## src/rtl/xidr_pkg.sv

```systemverilog
// Shared types and constants of the XID discovery responder.
package xidr_pkg;

    localparam int MIN_FRAME_BYTES = 12;
    localparam int MAX_FRAME_BYTES = 44;
    localparam int MAX_SLOTS       = 16;

    localparam int COUNT_W   = $clog2(MAX_SLOTS + 1);
    localparam int SLOT_W    = $clog2(MAX_SLOTS);
    localparam int CD_W      = 20;
    localparam int RND_W     = 8;
    localparam int DIV_CNT_W = $clog2(RND_W);
    localparam int APB_AW    = 3;
    localparam int APB_DW    = 32;

    localparam logic [7:0]  XID_FORMAT   = 8'h01;
    localparam logic [7:0]  XID_VERSION  = 8'h00;
    localparam logic [31:0] ADDR_BCAST   = 32'hFFFF_FFFF;
    localparam logic [31:0] ADDR_NULL    = 32'h0000_0000;
    localparam logic [7:0]  SLOT_FINAL   = 8'hFF;
    localparam int          FLAG_NEWADDR = 2;

    localparam logic [31:0] OWN_ADDR_RST   = 32'd1;
    localparam logic [15:0] SLOT_TICKS_RST = 16'd50;

    localparam logic [COUNT_W-1:0] SLOT_COUNTS [4] = '{
        COUNT_W'(1), COUNT_W'(6), COUNT_W'(8), COUNT_W'(MAX_SLOTS)
    };

    typedef enum logic [2:0] {
        EV_IGNORED = 3'd0,
        EV_INVALID = 3'd1,
        EV_ARMED   = 3'd2,
        EV_RESP    = 3'd3,
        EV_IND     = 3'd4,
        EV_TIMEOUT = 3'd5
    } t_event;

    typedef enum logic [0:0] {
        REG_OWN_ADDR   = 1'b0,
        REG_SLOT_TICKS = 1'b1
    } t_reg_idx;

    typedef enum logic [2:0] {
        ST_IDLE,
        ST_EVAL,
        ST_DIV,
        ST_ARM,
        ST_DONE
    } t_state;

    typedef struct packed {
        logic        kind;
        logic [7:0]  frame_len;
        logic [7:0]  format_id;
        logic [31:0] src_addr;
        logic [31:0] dst_addr;
        logic [7:0]  disc_flags;
        logic [7:0]  slot_number;
        logic [7:0]  version;
        logic [7:0]  random_value;
    } t_req;

    typedef struct packed {
        t_event      event_res;
        logic [31:0] resp_dst_address;
        logic [2:0]  resp_flags;
        logic [3:0]  resp_slot;
        logic [31:0] peer_address;
        logic [7:0]  peer_version;
        logic [5:0]  info_len;
        logic        new_address_request;
    } t_rsp;

    typedef struct packed {
        logic capture;
        logic eval;
        logic div_step;
        logic arm;
        logic load_out;
    } t_cmd;

    typedef struct packed {
        logic need_div;
        logic div_last;
        logic out_free;
    } t_sts;

endpackage

```

## src/rtl/xidr_chan_if.sv

```systemverilog
// Request and result channel interfaces.
interface xidr_req_if;
    logic        valid;
    logic        ready;
    logic        kind;
    logic [7:0]  frame_len;
    logic [7:0]  format_id;
    logic [31:0] src_addr;
    logic [31:0] dst_addr;
    logic [7:0]  disc_flags;
    logic [7:0]  slot_number;
    logic [7:0]  version;
    logic [7:0]  random_value;

    modport source (
        output valid, kind, frame_len, format_id, src_addr, dst_addr,
               disc_flags, slot_number, version, random_value,
        input  ready
    );
    modport sink (
        input  valid, kind, frame_len, format_id, src_addr, dst_addr,
               disc_flags, slot_number, version, random_value,
        output ready
    );
endinterface

interface xidr_rsp_if;
    logic        valid;
    logic        ready;
    logic [2:0]  event_res;
    logic [31:0] resp_dst_address;
    logic [2:0]  resp_flags;
    logic [3:0]  resp_slot;
    logic [31:0] peer_address;
    logic [7:0]  peer_version;
    logic [5:0]  info_len;
    logic        new_address_request;

    modport source (
        output valid, event_res, resp_dst_address, resp_flags, resp_slot,
               peer_address, peer_version, info_len, new_address_request,
        input  ready
    );
    modport sink (
        input  valid, event_res, resp_dst_address, resp_flags, resp_slot,
               peer_address, peer_version, info_len, new_address_request,
        output ready
    );
endinterface

```

## src/rtl/xidr_cfg.sv

```systemverilog
// APB configuration registers: own address and slot period.
module xidr_cfg
    import xidr_pkg::*;
(
    input  logic              i_clk,
    input  logic              i_rst_n,
    input  logic              psel,
    input  logic              penable,
    input  logic              pwrite,
    input  logic [APB_AW-1:0] paddr,
    input  logic [APB_DW-1:0] pwdata,
    output logic [APB_DW-1:0] prdata,
    output logic              pready,
    output logic [31:0]       o_own_address,
    output logic [15:0]       o_slot_ticks
);

    logic [31:0] r_own_address;
    logic [15:0] r_slot_ticks;
    t_reg_idx    w_idx;
    logic        w_wr;

    assign w_idx  = t_reg_idx'(paddr[2]);
    assign pready = 1'b1;
    assign w_wr   = psel & penable & pwrite;

    always_ff @(posedge i_clk) begin
        if (!i_rst_n) begin
            r_own_address <= OWN_ADDR_RST;
            r_slot_ticks  <= SLOT_TICKS_RST;
        end else if (w_wr) begin
            unique case (w_idx)
                REG_OWN_ADDR:   r_own_address <= pwdata;
                REG_SLOT_TICKS: r_slot_ticks  <= pwdata[15:0];
                default: ;
            endcase
        end
    end

    always_comb begin
        unique case (w_idx)
            REG_OWN_ADDR:   prdata = r_own_address;
            REG_SLOT_TICKS: prdata = {16'b0, r_slot_ticks};
            default:        prdata = '0;
        endcase
    end

    assign o_own_address = r_own_address;
    assign o_slot_ticks  = r_slot_ticks;

endmodule

```

## src/rtl/xidr_ctrl.sv

```systemverilog
// Sequencing state machine of the discovery responder.
module xidr_ctrl
    import xidr_pkg::*;
(
    input  logic i_clk,
    input  logic i_rst_n,
    input  logic i_in_valid,
    input  t_sts i_sts,
    output logic o_in_ready,
    output t_cmd o_cmd
);

    t_state r_state;
    t_state n_state;

    always_ff @(posedge i_clk) begin
        if (!i_rst_n) begin
            r_state <= ST_IDLE;
        end else begin
            r_state <= n_state;
        end
    end

    always_comb begin
        n_state = r_state;
        unique case (r_state)
            ST_IDLE: if (i_in_valid) n_state = ST_EVAL;
            ST_EVAL: n_state = i_sts.need_div ? ST_DIV : ST_DONE;
            ST_DIV:  if (i_sts.div_last) n_state = ST_ARM;
            ST_ARM:  n_state = ST_DONE;
            ST_DONE: if (i_sts.out_free) n_state = ST_IDLE;
            default: n_state = ST_IDLE;
        endcase
    end

    always_comb begin
        o_in_ready = 1'b0;
        o_cmd      = '0;
        unique case (r_state)
            ST_IDLE: begin
                o_in_ready    = 1'b1;
                o_cmd.capture = i_in_valid;
            end
            ST_EVAL: o_cmd.eval     = 1'b1;
            ST_DIV:  o_cmd.div_step = 1'b1;
            ST_ARM:  o_cmd.arm      = 1'b1;
            ST_DONE: o_cmd.load_out = i_sts.out_free;
            default: ;
        endcase
    end

endmodule

```

## src/rtl/xidr_dp.sv

```systemverilog
// Datapath: frame checks, reply state, slot remainder unit and result register.
module xidr_dp
    import xidr_pkg::*;
(
    input  logic        i_clk,
    input  logic        i_rst_n,
    input  t_cmd        i_cmd,
    input  t_req        i_req,
    input  logic [31:0] i_own_address,
    input  logic [15:0] i_slot_ticks,
    input  logic        i_out_ready,
    output t_sts        o_sts,
    output t_rsp        o_rsp,
    output logic        o_out_valid
);

    t_req                 r_item;
    t_rsp                 r_res;
    t_rsp                 r_out;
    logic                 r_out_valid;
    logic                 r_reply_mode;
    logic [SLOT_W-1:0]    r_chosen_slot;
    logic                 r_response_sent;
    logic [CD_W-1:0]      r_countdown;
    logic [COUNT_W-1:0]   r_span;
    logic [SLOT_W-1:0]    r_rem;
    logic [RND_W-1:0]     r_dvd;
    logic [DIV_CNT_W-1:0] r_div_cnt;

    t_rsp                 n_res;
    logic                 n_reply_mode;
    logic                 n_response_sent;
    logic [CD_W-1:0]      n_countdown;
    logic                 w_need_div;

    t_rsp                 a_res;
    logic                 a_sent;
    logic [SLOT_W-1:0]    a_chosen;
    logic [CD_W+COUNT_W-1:0] w_prod;

    logic [COUNT_W-1:0]   w_count;
    logic                 w_bad;
    logic                 w_for_us;
    logic                 w_final;
    logic                 w_range_bad;
    logic [SLOT_W:0]      w_trial;

    assign w_count  = SLOT_COUNTS[r_item.disc_flags[1:0]];
    assign w_bad    = (r_item.frame_len < 8'(MIN_FRAME_BYTES))
                   || (r_item.frame_len > 8'(MAX_FRAME_BYTES))
                   || (r_item.format_id != XID_FORMAT)
                   || (r_item.version != XID_VERSION)
                   || (r_item.src_addr == ADDR_NULL)
                   || (r_item.src_addr == ADDR_BCAST);
    assign w_for_us = (r_item.dst_addr == ADDR_BCAST)
                   || (r_item.dst_addr == i_own_address);
    assign w_final  = (r_item.slot_number == SLOT_FINAL);
    assign w_range_bad = (r_item.slot_number >= 8'(w_count)) && !w_final;

    // decision for everything that needs no slot choice
    always_comb begin
        n_res           = '0;
        n_res.event_res = EV_IGNORED;
        n_reply_mode    = r_reply_mode;
        n_response_sent = r_response_sent;
        n_countdown     = r_countdown;
        w_need_div      = 1'b0;
        if (r_item.kind) begin
            if (r_reply_mode) begin
                if (r_countdown <= CD_W'(1)) begin
                    n_countdown     = '0;
                    n_reply_mode    = 1'b0;
                    n_res.event_res = EV_TIMEOUT;
                end else begin
                    n_countdown = r_countdown - CD_W'(1);
                end
            end
        end else if (w_bad) begin
            n_res.event_res = EV_INVALID;
        end else if (!w_for_us) begin
            n_res.event_res = EV_IGNORED;
        end else if (w_range_bad) begin
            n_res.event_res = EV_INVALID;
        end else if (!r_reply_mode) begin
            w_need_div = !w_final;
        end else if (w_final) begin
            n_countdown        = '0;
            n_reply_mode       = 1'b0;
            n_res.event_res    = EV_IND;
            n_res.peer_address = r_item.src_addr;
            n_res.peer_version = r_item.version;
            n_res.info_len     = 6'(r_item.frame_len - 8'(MIN_FRAME_BYTES));
        end else if (!r_response_sent
                     && (r_item.slot_number >= 8'(r_chosen_slot))) begin
            n_res.event_res        = EV_RESP;
            n_res.resp_dst_address = r_item.src_addr;
            n_res.resp_flags       = r_item.disc_flags[2:0];
            n_res.resp_slot        = r_item.slot_number[3:0];
            n_response_sent        = 1'b1;
        end
    end

    // arming a new round once the remainder is known
    assign a_chosen = r_item.slot_number[SLOT_W-1:0] + r_rem;
    assign w_prod   = (CD_W+COUNT_W)'(i_slot_ticks) * (CD_W+COUNT_W)'(r_span);

    always_comb begin
        a_res                     = '0;
        a_res.new_address_request = r_item.disc_flags[FLAG_NEWADDR];
        a_sent                    = 1'b0;
        if (r_item.slot_number[SLOT_W-1:0] == a_chosen) begin
            a_res.event_res        = EV_RESP;
            a_res.resp_dst_address = r_item.src_addr;
            a_res.resp_flags       = r_item.disc_flags[2:0];
            a_res.resp_slot        = r_item.slot_number[3:0];
            a_sent                 = 1'b1;
        end else begin
            a_res.event_res = EV_ARMED;
        end
    end

    assign w_trial = {r_rem, r_dvd[RND_W-1]};

    always_ff @(posedge i_clk) begin
        if (i_cmd.capture) begin
            r_item <= i_req;
        end
        if (i_cmd.eval) begin
            r_res   <= n_res;
            r_span  <= COUNT_W'(w_count - COUNT_W'(r_item.slot_number[SLOT_W-1:0]));
            r_rem   <= '0;
            r_dvd   <= r_item.random_value;
        end else if (i_cmd.div_step) begin
            if (w_trial >= (SLOT_W+1)'(r_span)) begin
                r_rem <= SLOT_W'(w_trial - (SLOT_W+1)'(r_span));
            end else begin
                r_rem <= w_trial[SLOT_W-1:0];
            end
            r_dvd <= {r_dvd[RND_W-2:0], 1'b0};
        end else if (i_cmd.arm) begin
            r_res <= a_res;
        end
        if (i_cmd.load_out) begin
            r_out <= r_res;
        end
    end

    always_ff @(posedge i_clk) begin
        if (!i_rst_n) begin
            r_out_valid     <= 1'b0;
            r_reply_mode    <= 1'b0;
            r_chosen_slot   <= '0;
            r_response_sent <= 1'b0;
            r_countdown     <= '0;
            r_div_cnt       <= '0;
        end else begin
            if (i_cmd.load_out) begin
                r_out_valid <= 1'b1;
            end else if (i_out_ready) begin
                r_out_valid <= 1'b0;
            end
            if (i_cmd.eval) begin
                r_reply_mode    <= n_reply_mode;
                r_response_sent <= n_response_sent;
                r_countdown     <= n_countdown;
                r_div_cnt       <= '0;
            end else if (i_cmd.div_step) begin
                r_div_cnt <= r_div_cnt + DIV_CNT_W'(1);
            end else if (i_cmd.arm) begin
                r_reply_mode    <= 1'b1;
                r_chosen_slot   <= a_chosen;
                r_response_sent <= a_sent;
                r_countdown     <= w_prod[CD_W-1:0];
            end
        end
    end

    assign o_sts.need_div = w_need_div;
    assign o_sts.div_last = (r_div_cnt == DIV_CNT_W'(RND_W - 1));
    assign o_sts.out_free = !r_out_valid || i_out_ready;
    assign o_rsp          = r_out;
    assign o_out_valid    = r_out_valid;

endmodule

```

## src/rtl/xid_discovery_responder_core.sv

```systemverilog
// Top level of the XID discovery responder.
//
//   channel  direction  handshake      payload
//   i_req    in         valid/ready    frame fields or timer tick
//   o_rsp    out        valid/ready    one result per item
//   apb      in         psel/penable   own_address (0x0), slot_timeout_ticks (0x4)
//
// A tick or a frame that arms no reply passes through the EVAL and DONE states
// before the next item is accepted; a frame that arms a reply also passes through
// the 8-step remainder unit for the slot choice (DIV) and the arming state (ARM).
// The result register lets the next item in while a result is still held.
// Reset is synchronous and clears all control and discovery state.
module xid_discovery_responder_core
    import xidr_pkg::*;
(
    input  logic              i_clk,
    input  logic              i_rst_n,
    xidr_req_if.sink          i_req,
    xidr_rsp_if.source        o_rsp,
    input  logic              psel,
    input  logic              penable,
    input  logic              pwrite,
    input  logic [APB_AW-1:0] paddr,
    input  logic [APB_DW-1:0] pwdata,
    output logic [APB_DW-1:0] prdata,
    output logic              pready
);

    logic [31:0] w_own_address;
    logic [15:0] w_slot_ticks;
    t_cmd        w_cmd;
    t_sts        w_sts;
    t_req        w_req;
    t_rsp        w_rsp;
    logic        w_in_ready;
    logic        w_out_valid;

    assign w_req.kind         = i_req.kind;
    assign w_req.frame_len    = i_req.frame_len;
    assign w_req.format_id    = i_req.format_id;
    assign w_req.src_addr     = i_req.src_addr;
    assign w_req.dst_addr     = i_req.dst_addr;
    assign w_req.disc_flags   = i_req.disc_flags;
    assign w_req.slot_number  = i_req.slot_number;
    assign w_req.version      = i_req.version;
    assign w_req.random_value = i_req.random_value;

    xidr_cfg u_cfg (
        .i_clk         (i_clk),
        .i_rst_n       (i_rst_n),
        .psel          (psel),
        .penable       (penable),
        .pwrite        (pwrite),
        .paddr         (paddr),
        .pwdata        (pwdata),
        .prdata        (prdata),
        .pready        (pready),
        .o_own_address (w_own_address),
        .o_slot_ticks  (w_slot_ticks)
    );

    xidr_ctrl u_ctrl (
        .i_clk      (i_clk),
        .i_rst_n    (i_rst_n),
        .i_in_valid (i_req.valid),
        .i_sts      (w_sts),
        .o_in_ready (w_in_ready),
        .o_cmd      (w_cmd)
    );

    xidr_dp u_dp (
        .i_clk         (i_clk),
        .i_rst_n       (i_rst_n),
        .i_cmd         (w_cmd),
        .i_req         (w_req),
        .i_own_address (w_own_address),
        .i_slot_ticks  (w_slot_ticks),
        .i_out_ready   (o_rsp.ready),
        .o_sts         (w_sts),
        .o_rsp         (w_rsp),
        .o_out_valid   (w_out_valid)
    );

    assign i_req.ready               = w_in_ready;
    assign o_rsp.valid               = w_out_valid;
    assign o_rsp.event_res           = w_rsp.event_res;
    assign o_rsp.resp_dst_address    = w_rsp.resp_dst_address;
    assign o_rsp.resp_flags          = w_rsp.resp_flags;
    assign o_rsp.resp_slot           = w_rsp.resp_slot;
    assign o_rsp.peer_address        = w_rsp.peer_address;
    assign o_rsp.peer_version        = w_rsp.peer_version;
    assign o_rsp.info_len            = w_rsp.info_len;
    assign o_rsp.new_address_request = w_rsp.new_address_request;

endmodule

```

## src/flat_wrapper.sv

```systemverilog
// flat-port wrapper written by rule: the top's interface ports become plain ports
module xid_discovery_responder_core_flat import xidr_pkg::*;
  (i_clk, i_rst_n, psel, penable, pwrite, paddr, pwdata, prdata, pready, i_req_valid, i_req_kind, i_req_frame_len, i_req_format_id, i_req_src_addr, i_req_dst_addr, i_req_disc_flags, i_req_slot_number, i_req_version, i_req_random_value, i_req_ready, o_rsp_valid, o_rsp_event_res, o_rsp_resp_dst_address, o_rsp_resp_flags, o_rsp_resp_slot, o_rsp_peer_address, o_rsp_peer_version, o_rsp_info_len, o_rsp_new_address_request, o_rsp_ready);
  xidr_req_if i_req_i ();
  xidr_rsp_if o_rsp_i ();
  input  logic i_clk;
  input  logic i_rst_n;
  input  logic psel;
  input  logic penable;
  input  logic pwrite;
  input  logic [APB_AW-1:0] paddr;
  input  logic [APB_DW-1:0] pwdata;
  output logic [APB_DW-1:0] prdata;
  output logic pready;
  input wire logic [$bits(i_req_i.valid)-1:0] i_req_valid;
  input wire logic [$bits(i_req_i.kind)-1:0] i_req_kind;
  input wire logic [$bits(i_req_i.frame_len)-1:0] i_req_frame_len;
  input wire logic [$bits(i_req_i.format_id)-1:0] i_req_format_id;
  input wire logic [$bits(i_req_i.src_addr)-1:0] i_req_src_addr;
  input wire logic [$bits(i_req_i.dst_addr)-1:0] i_req_dst_addr;
  input wire logic [$bits(i_req_i.disc_flags)-1:0] i_req_disc_flags;
  input wire logic [$bits(i_req_i.slot_number)-1:0] i_req_slot_number;
  input wire logic [$bits(i_req_i.version)-1:0] i_req_version;
  input wire logic [$bits(i_req_i.random_value)-1:0] i_req_random_value;
  output wire logic [$bits(i_req_i.ready)-1:0] i_req_ready;
  output wire logic [$bits(o_rsp_i.valid)-1:0] o_rsp_valid;
  output wire logic [$bits(o_rsp_i.event_res)-1:0] o_rsp_event_res;
  output wire logic [$bits(o_rsp_i.resp_dst_address)-1:0] o_rsp_resp_dst_address;
  output wire logic [$bits(o_rsp_i.resp_flags)-1:0] o_rsp_resp_flags;
  output wire logic [$bits(o_rsp_i.resp_slot)-1:0] o_rsp_resp_slot;
  output wire logic [$bits(o_rsp_i.peer_address)-1:0] o_rsp_peer_address;
  output wire logic [$bits(o_rsp_i.peer_version)-1:0] o_rsp_peer_version;
  output wire logic [$bits(o_rsp_i.info_len)-1:0] o_rsp_info_len;
  output wire logic [$bits(o_rsp_i.new_address_request)-1:0] o_rsp_new_address_request;
  input wire logic [$bits(o_rsp_i.ready)-1:0] o_rsp_ready;
  assign i_req_i.valid = i_req_valid;
  assign i_req_i.kind = i_req_kind;
  assign i_req_i.frame_len = i_req_frame_len;
  assign i_req_i.format_id = i_req_format_id;
  assign i_req_i.src_addr = i_req_src_addr;
  assign i_req_i.dst_addr = i_req_dst_addr;
  assign i_req_i.disc_flags = i_req_disc_flags;
  assign i_req_i.slot_number = i_req_slot_number;
  assign i_req_i.version = i_req_version;
  assign i_req_i.random_value = i_req_random_value;
  assign i_req_ready = i_req_i.ready;
  assign o_rsp_valid = o_rsp_i.valid;
  assign o_rsp_event_res = o_rsp_i.event_res;
  assign o_rsp_resp_dst_address = o_rsp_i.resp_dst_address;
  assign o_rsp_resp_flags = o_rsp_i.resp_flags;
  assign o_rsp_resp_slot = o_rsp_i.resp_slot;
  assign o_rsp_peer_address = o_rsp_i.peer_address;
  assign o_rsp_peer_version = o_rsp_i.peer_version;
  assign o_rsp_info_len = o_rsp_i.info_len;
  assign o_rsp_new_address_request = o_rsp_i.new_address_request;
  assign o_rsp_i.ready = o_rsp_ready;
  xid_discovery_responder_core u_core (.i_clk(i_clk), .i_rst_n(i_rst_n), .i_req(i_req_i), .o_rsp(o_rsp_i), .psel(psel), .penable(penable), .pwrite(pwrite), .paddr(paddr), .pwdata(pwdata), .prdata(prdata), .pready(pready));
endmodule
```

## config.mk

```make
export PLATFORM = sky130hd
export DESIGN_NAME = xid_discovery_responder_core_flat
export DESIGN_NICKNAME = d
export VERILOG_FILES = /design/src/rtl/xidr_pkg.sv /design/src/rtl/xidr_chan_if.sv /design/src/rtl/xidr_cfg.sv /design/src/rtl/xidr_ctrl.sv /design/src/rtl/xidr_dp.sv /design/src/rtl/xid_discovery_responder_core.sv /design/src/flat_wrapper.sv
export SDC_FILE = /design/constraint.sdc
export NUM_CORES = 1
export LEC_CHECK = 0
export BUFFER_PORTS_ARGS = -buffer_cell sky130_fd_sc_hd__buf_2
export CORE_ASPECT_RATIO = 0.9
export CORE_UTILIZATION = 57
export CTS_BUF_LIST = sky130_fd_sc_hd__clkbuf_8 sky130_fd_sc_hd__clkbuf_16
export DETAILED_ROUTE_END_ITERATION = 6
export GPL_ROUTABILITY_DRIVEN = 0
export PLACE_DENSITY = 0.8
export SYNTH_ARGS = -nofsm -noshare
export SYNTH_HDL_FRONTEND = slang
export SYNTH_HIERARCHICAL = 1
export SYNTH_SLANG_ARGS = --single-unit
```

## constraint.sdc

```tcl
create_clock -name i_clk -period 13.55 [get_ports i_clk]
set_clock_uncertainty 0.2 [all_clocks]
set_input_delay 1.355 -clock i_clk [delete_from_list [all_inputs] [get_ports i_clk]]
set_output_delay 1.355 -clock i_clk [all_outputs]
set_load 0.01 [all_outputs]
```

After elaboration in Yosys (flattened, before gate mapping)
Index checks and enable logic that the tools add are counted.
{ "word_totals": {"register_bits": 384, "elab_cells": 190, "in_bits": 155} }
{ "classes": {"n_eq_ne": 26, "addsub": 6, "mux": 78, "order_cmp": 7, "bitwise_logic": 7, "mul": 1, "reduce_logical": 28} }
{ "op_table": {"columns": ["op", "n"], "rows": [
  ["85-bit 2-to-1 mux", 4],
  ["89-bit 2-to-1 mux", 3],
  ["20-bit 2-to-1 mux", 11],
  ["88-bit 2-to-1 mux", 1],
  ["39-bit 2-to-1 mux", 2],
  ["32-bit == test, second input constant", 2],
  ["32-bit one-hot mux with 2 select lines", 1],
  ["46-bit 2-to-1 mux", 1],
  ["41-bit 2-to-1 mux", 1],
  ["1-bit 2-to-1 mux", 36],
  ["3-bit 2-to-1 mux", 11],
  ["32-bit == test", 1],
  ["32-bit zero test", 1],
  ["20-bit by 1-bit <= comparator with 1-bit output, second input constant", 1],
  ["16-bit by 5-bit multiplier with 20-bit output", 1],
  ["2-bit != test, second input constant", 10],
  ["20-bit by 1-bit subtractor with 20-bit output, second input constant", 1],
  ["8-bit 2-to-1 mux", 2],
  ["3-bit one-hot mux with 5 select lines", 1],
  ["3-bit != test, second input constant", 4],
  ["5-bit binary-select mux with 2-bit select", 1],
  ["5-bit 2-to-1 mux", 2],
  ["9-bit AND reduction", 1],
  ["8-bit == test, second input constant", 1],
  ["other kinds (32)", 53]
]} }

Depth between registers and ports, before layout
{ "depth": {"depth_word": 12, "depth_mapped": 16, "ltp_nobuf": 15} }

Cells and area by module
Netlist, hierarchy kept.
{ "modules_own_cells": {"columns": ["module", "instances", "area_each_um2", "cells_each"], "rows": [
  ["xidr_dp", 1, 15512.4, 1154],
  ["xidr_cfg", 1, 2219.6, 236],
  ["xidr_ctrl", 1, 185.2, 21]
]} }

Least setup slack after synthesis
Ideal clock, no wire load.
{ "synth_path": {"kind": "input -> register", "startpoint": "in o_rsp_ready", "endpoint": "reg u_core.u_dp.r_out, in the netlist u_core/u_dp/o_rsp[0], enable pin", "n_path_buf": 0, "path_slack_ns": 2.496, "path_stages": 2, "t_arrival_ns": 10.092, "cell_sequence": "nand2b_1 nor4bb_1"} }
{ "synth_rtl": {"columns": ["item", "line", "source"], "rows": [
  ["start: declaration", "flat_wrapper.sv:35", "input wire logic [$bits(o_rsp_i.ready)-1:0] o_rsp_ready;"],
  ["end signal: assignment", "xidr_dp.sv:144", "r_out <= r_res;"],
  ["end: declaration", "xidr_dp.sv:19", "t_rsp r_out;"]
]} }

Final worst setup path
{ "layout_path": {"startpoint": "reg u_core.u_dp.r_span[2]", "endpoint": "reg u_core.u_dp.r_countdown[16]"} }
{ "layout_between": {"elab_chain_len": 4} }
{ "layout_lines": {"columns": ["item", "line", "source"], "rows": [
  ["start: declaration", "xidr_dp.sv:25", "logic [COUNT_W-1:0] r_span;"],
  ["start signal: assignment", "xidr_dp.sv:130", "r_span <= COUNT_W'(w_count - COUNT_W'(r_item.slot_number[SLOT_W-1:0]));"],
  ["16-bit by 5-bit multiplier with 20-bit output", "xidr_dp.sv:105", "assign w_prod = (CD_W+COUNT_W)'(i_slot_ticks) * (CD_W+COUNT_W)'(r_span);"],
  ["20-bit 2-to-1 mux", "xidr_dp.sv:169", "end else if (i_cmd.arm) begin"],
  ["20-bit 2-to-1 mux", "xidr_dp.sv:167", "end else if (i_cmd.div_step) begin"],
  ["20-bit 2-to-1 mux", "xidr_dp.sv:162", "if (i_cmd.eval) begin"],
  ["end signal: assignment", "xidr_dp.sv:165", "r_countdown <= n_countdown;"],
  ["end signal: assignment", "xidr_dp.sv:173", "r_countdown <= w_prod[CD_W-1:0];"],
  ["end: declaration", "xidr_dp.sv:24", "logic [CD_W-1:0] r_countdown;"]
]} }
Every way passes these cells. The select of a mux whose other input is x is not followed.
A chain may end at the register's enable or synchronous reset.

==> reports/metrics.yaml <==
clocking:
  cts_buffer_depth: 3
  cts_buffers: 39
  insertion_delay_ns: 0.54
  clkTransAtPathRegs_ns: 0.06
  post_cts_buffers: 0
  cts_num_sinks: 384
  ctsHoldBuffers: 0
  cts_tree: "built"
  htreeDepth: 2
  post_cts_resized: 0
  cts_root_buf: "clkbuf_16"
critical_path:
  worstReg2RegStart: "u_core/u_dp/r_span[2]"
  critPathSlowestCell: "edfxtp_1"
  crit_top_cell: "fa_1"
  critPathArrivalTime_ns: 5.22
  cp-end-kind: "flip-flop"
  cp_max_fo: 17
  cp_cell_sequence: "nand2_1 -> fa_1 -> fa_1 -> fa_1 -> inv_1 -> ha_1 -> a211oi_1 -> o21ai_0 -> a31o_2 -> o41ai_2 -> o21ai_0 -> xnor2_1 -> o311ai_1"
  cp-startpoint: "u_core/u_dp/r_span[2]"
  worst-setup-path-type: "reg -> reg"
  crit_family: "adder cells"
  setup.worst_path.start_class: "flip-flop"
  max_stage_delay_ns: 0.75
  required_ns: 13.78
  path_buf_inv: 1
synthesis:
  synth_warnings: 6
  synth_edf_count: 298
  yosysSeqAreaShare: 0.5955
  ys_seq_elements: 384
  async_flop_share: 0
  synth_ff_type: "edfxtp_1"
  syn_inst: 1411
  ys_types: 76
  netlist_area_sq_um: 17920
  synth_area_per_cell_sq_um: 12.70
routing:
  drc: 0
  firstDrtPassIters: 5
  vias_per_cell: 5.504
  ant_nets: 0
  wirelength_um: 39160
  avgRoutedWirePerCell_um: 18.44
  vias: 11690
  drt_iter0_markers: 701
cells_and_area:
  syn2layout_area_growth_pct: 16.86
  seqCellArea_sq_um: 10670
  multi_input_area_sq_um: 6628
  fin_cells: 2124
  fillerInstances: 2202
  postLayoutCellArea_sq_um: 20940
  drive_above_1_share: 0.2203
  nets: 1934
timing:
  max_slew_margin: 0.1975
  tns_ns: 0
  rsz0062_at_grt: "no"
  finalWorstSetupSlack_ns: 8.564
  final.period_utilization: 0.3680
  fmax_ghz: 0.2006
  finalSetupViolCount: 0
  fin_crit_ns: 4.986
  tightestPinTransition_ns: 1.204
  finalMaxSlewViolations: 0
  finalHoldViolations: 0
hold_path:
  hold_class: "reg -> reg"
  worstHoldStart: "u_core/u_dp/r_res[63]"
floorplan:
  ios: 279
  placementRows: 61
  start_util: 0.5796
  fp.dieW_um: 188.9
  fp.dieH_um: 170.2
  core-area_sq_um: 30910
  dieArea_sq_um: 32150
global_route:
  grt_start_max_net_pins: 106
  gr-total-overflow: 0
  grt_antenna_before_repair: 4
  grt_pass1_vias: 11680
  grtUsageTotal: 0.2444
  grt_first_pass_wirelength_um: 61350
pwr:
  cellPowerDensity_nw_per_um2: 127.3
  power.total_mw: 2.666
  p_leak_nw: 8.480
  peakVddDrop_v: 0.0001142
placed_design:
  dp_slack_ns: 8.629
  dp_hpwl_um: 27680
  io_buffers: 270
  placed_area_sq_um: 19580
  dp_cells: 2049
flow_run:
  timing.max_cap.violations: 0
status:
  status: "complete, no violations"
-- Yosys cell counts (12+ instances only) --
cell	number	share of area
inv_1	96	0.020
mux2_2	24	0.015
clkbuf_1	27	0.0057
nor2_1	42	0.0088
xor2_1	41	0.020
edfxtp_1	298	0.50
nand2_1	145	0.030
nor3_1	17	0.0047
mux2i_1	54	0.030
nor4_1	29	0.010
ha_1	54	0.038
buf_2	14	0.0039
nand4_1	28	0.0098
dfxtp_1	86	0.096
o21ai_0	13	0.0036
nand2b_1	13	0.0045
nor2b_1	64	0.022
fa_1	44	0.049
a21oi_1	42	0.012
a21o_1	21	0.0088
nand3_1	13	0.0036
xnor2_1	19	0.0093
a211oi_1	12	0.0050
and2_1	93	0.032
-- layout make-up --
type | instances | area share
Sequential cell | 384 | 0.5096
Clock inverter | 32 | 0.01793
Multi-Input combinational cell | 883 | 0.3165
Tap cell | 409 | 0.02444
Antenna cell | 4 | 0.0004781
Clock buffer | 39 | 0.04661
Inverter | 96 | 0.01721
Timing Repair Buffer | 277 | 0.06717
-- per-layer routing --
layer | global-route usage | share of wire | vias to the layer above
met1 | 0.3109 | 0.41 | 5642
met3 | 0.03444 | 0.060 | 76
met5 | 0 | 0 | -
met2 | 0.4290 | 0.50 | 422
met4 | 0.08520 | 0.030 | 0
li1 | - | - | 5550
-- placed cells by master (no fill, tap or decap), types with 41 or more instances in the layout --
master / count
a21oi_1: 42
fa_1: 44
inv_1: 102
buf_2: 269
mux2i_1: 54
edfxtp_1: 298
nor2b_1: 64
nor2_1: 41
xor2_1: 41
ha_1: 54
nand2_1: 145
and2_1: 93
dfxtp_1: 86
-- logic make-up after synthesis --
family,Yosys count,share of synthesized area
compound gates,166,0.06432
buf+inv,151,0.03883
other cells,2,0.0004192
xor+xnor,60,0.02933
simple gates,472,0.1395
mux,78,0.04525
flops,384,0.5955
fa+ha+maj,98,0.08687
-- registers in the layout, summed over array words and instances, names as in the netlist --
signal,count
u_core/u_dp/r_item,107
u_core/u_dp/o_rsp,89
u_core/u_dp/r_res,89
u_core/u_cfg/o_own_address,32
u_core/u_dp/r_countdown,20
u_core/u_cfg/o_slot_ticks,16
u_core/u_dp/r_dvd,8
u_core/u_dp/r_span,5
u_core/u_dp/r_chosen_slot,4
u_core/u_dp/r_rem,4
u_core/u_ctrl/r_state,3
u_core/u_dp/r_div_cnt,3
u_core/u_dp/a_res,1
u_core/u_dp/o_out_valid,1
u_core/u_dp/r_reply_mode,1
u_core/u_dp/r_response_sent,1
-- report_power, final --
part           leakage (nW)  internal, mW  switching, mW
registers              3.54          1.32         0.0322
clock network         0.673         0.666          0.446
logic                  4.27        0.0854          0.120
-- final timing paths --
kind	endpoint	slack [ns]	cells after the start
worst max-delay path	u_core/u_dp/r_countdown[16]	8.56	13
worst min-delay path	u_core/u_dp/o_rsp[63]	0.19	0
worst max register to register	u_core/u_dp/r_countdown[16]	8.56	13
worst min register to register	u_core/u_dp/o_rsp[63]	0.19	0
-- per-stage QoR --
step                hold slack, ns    util
CTS                         0.1845  0.6770
global route                0.2026  0.6774
global placement            0.2007  0.6333
floorplan                   0.2003       -
finish                      0.1881  0.6774
detailed placement          0.2045  0.6333
(Power assumes the default switching activity.)
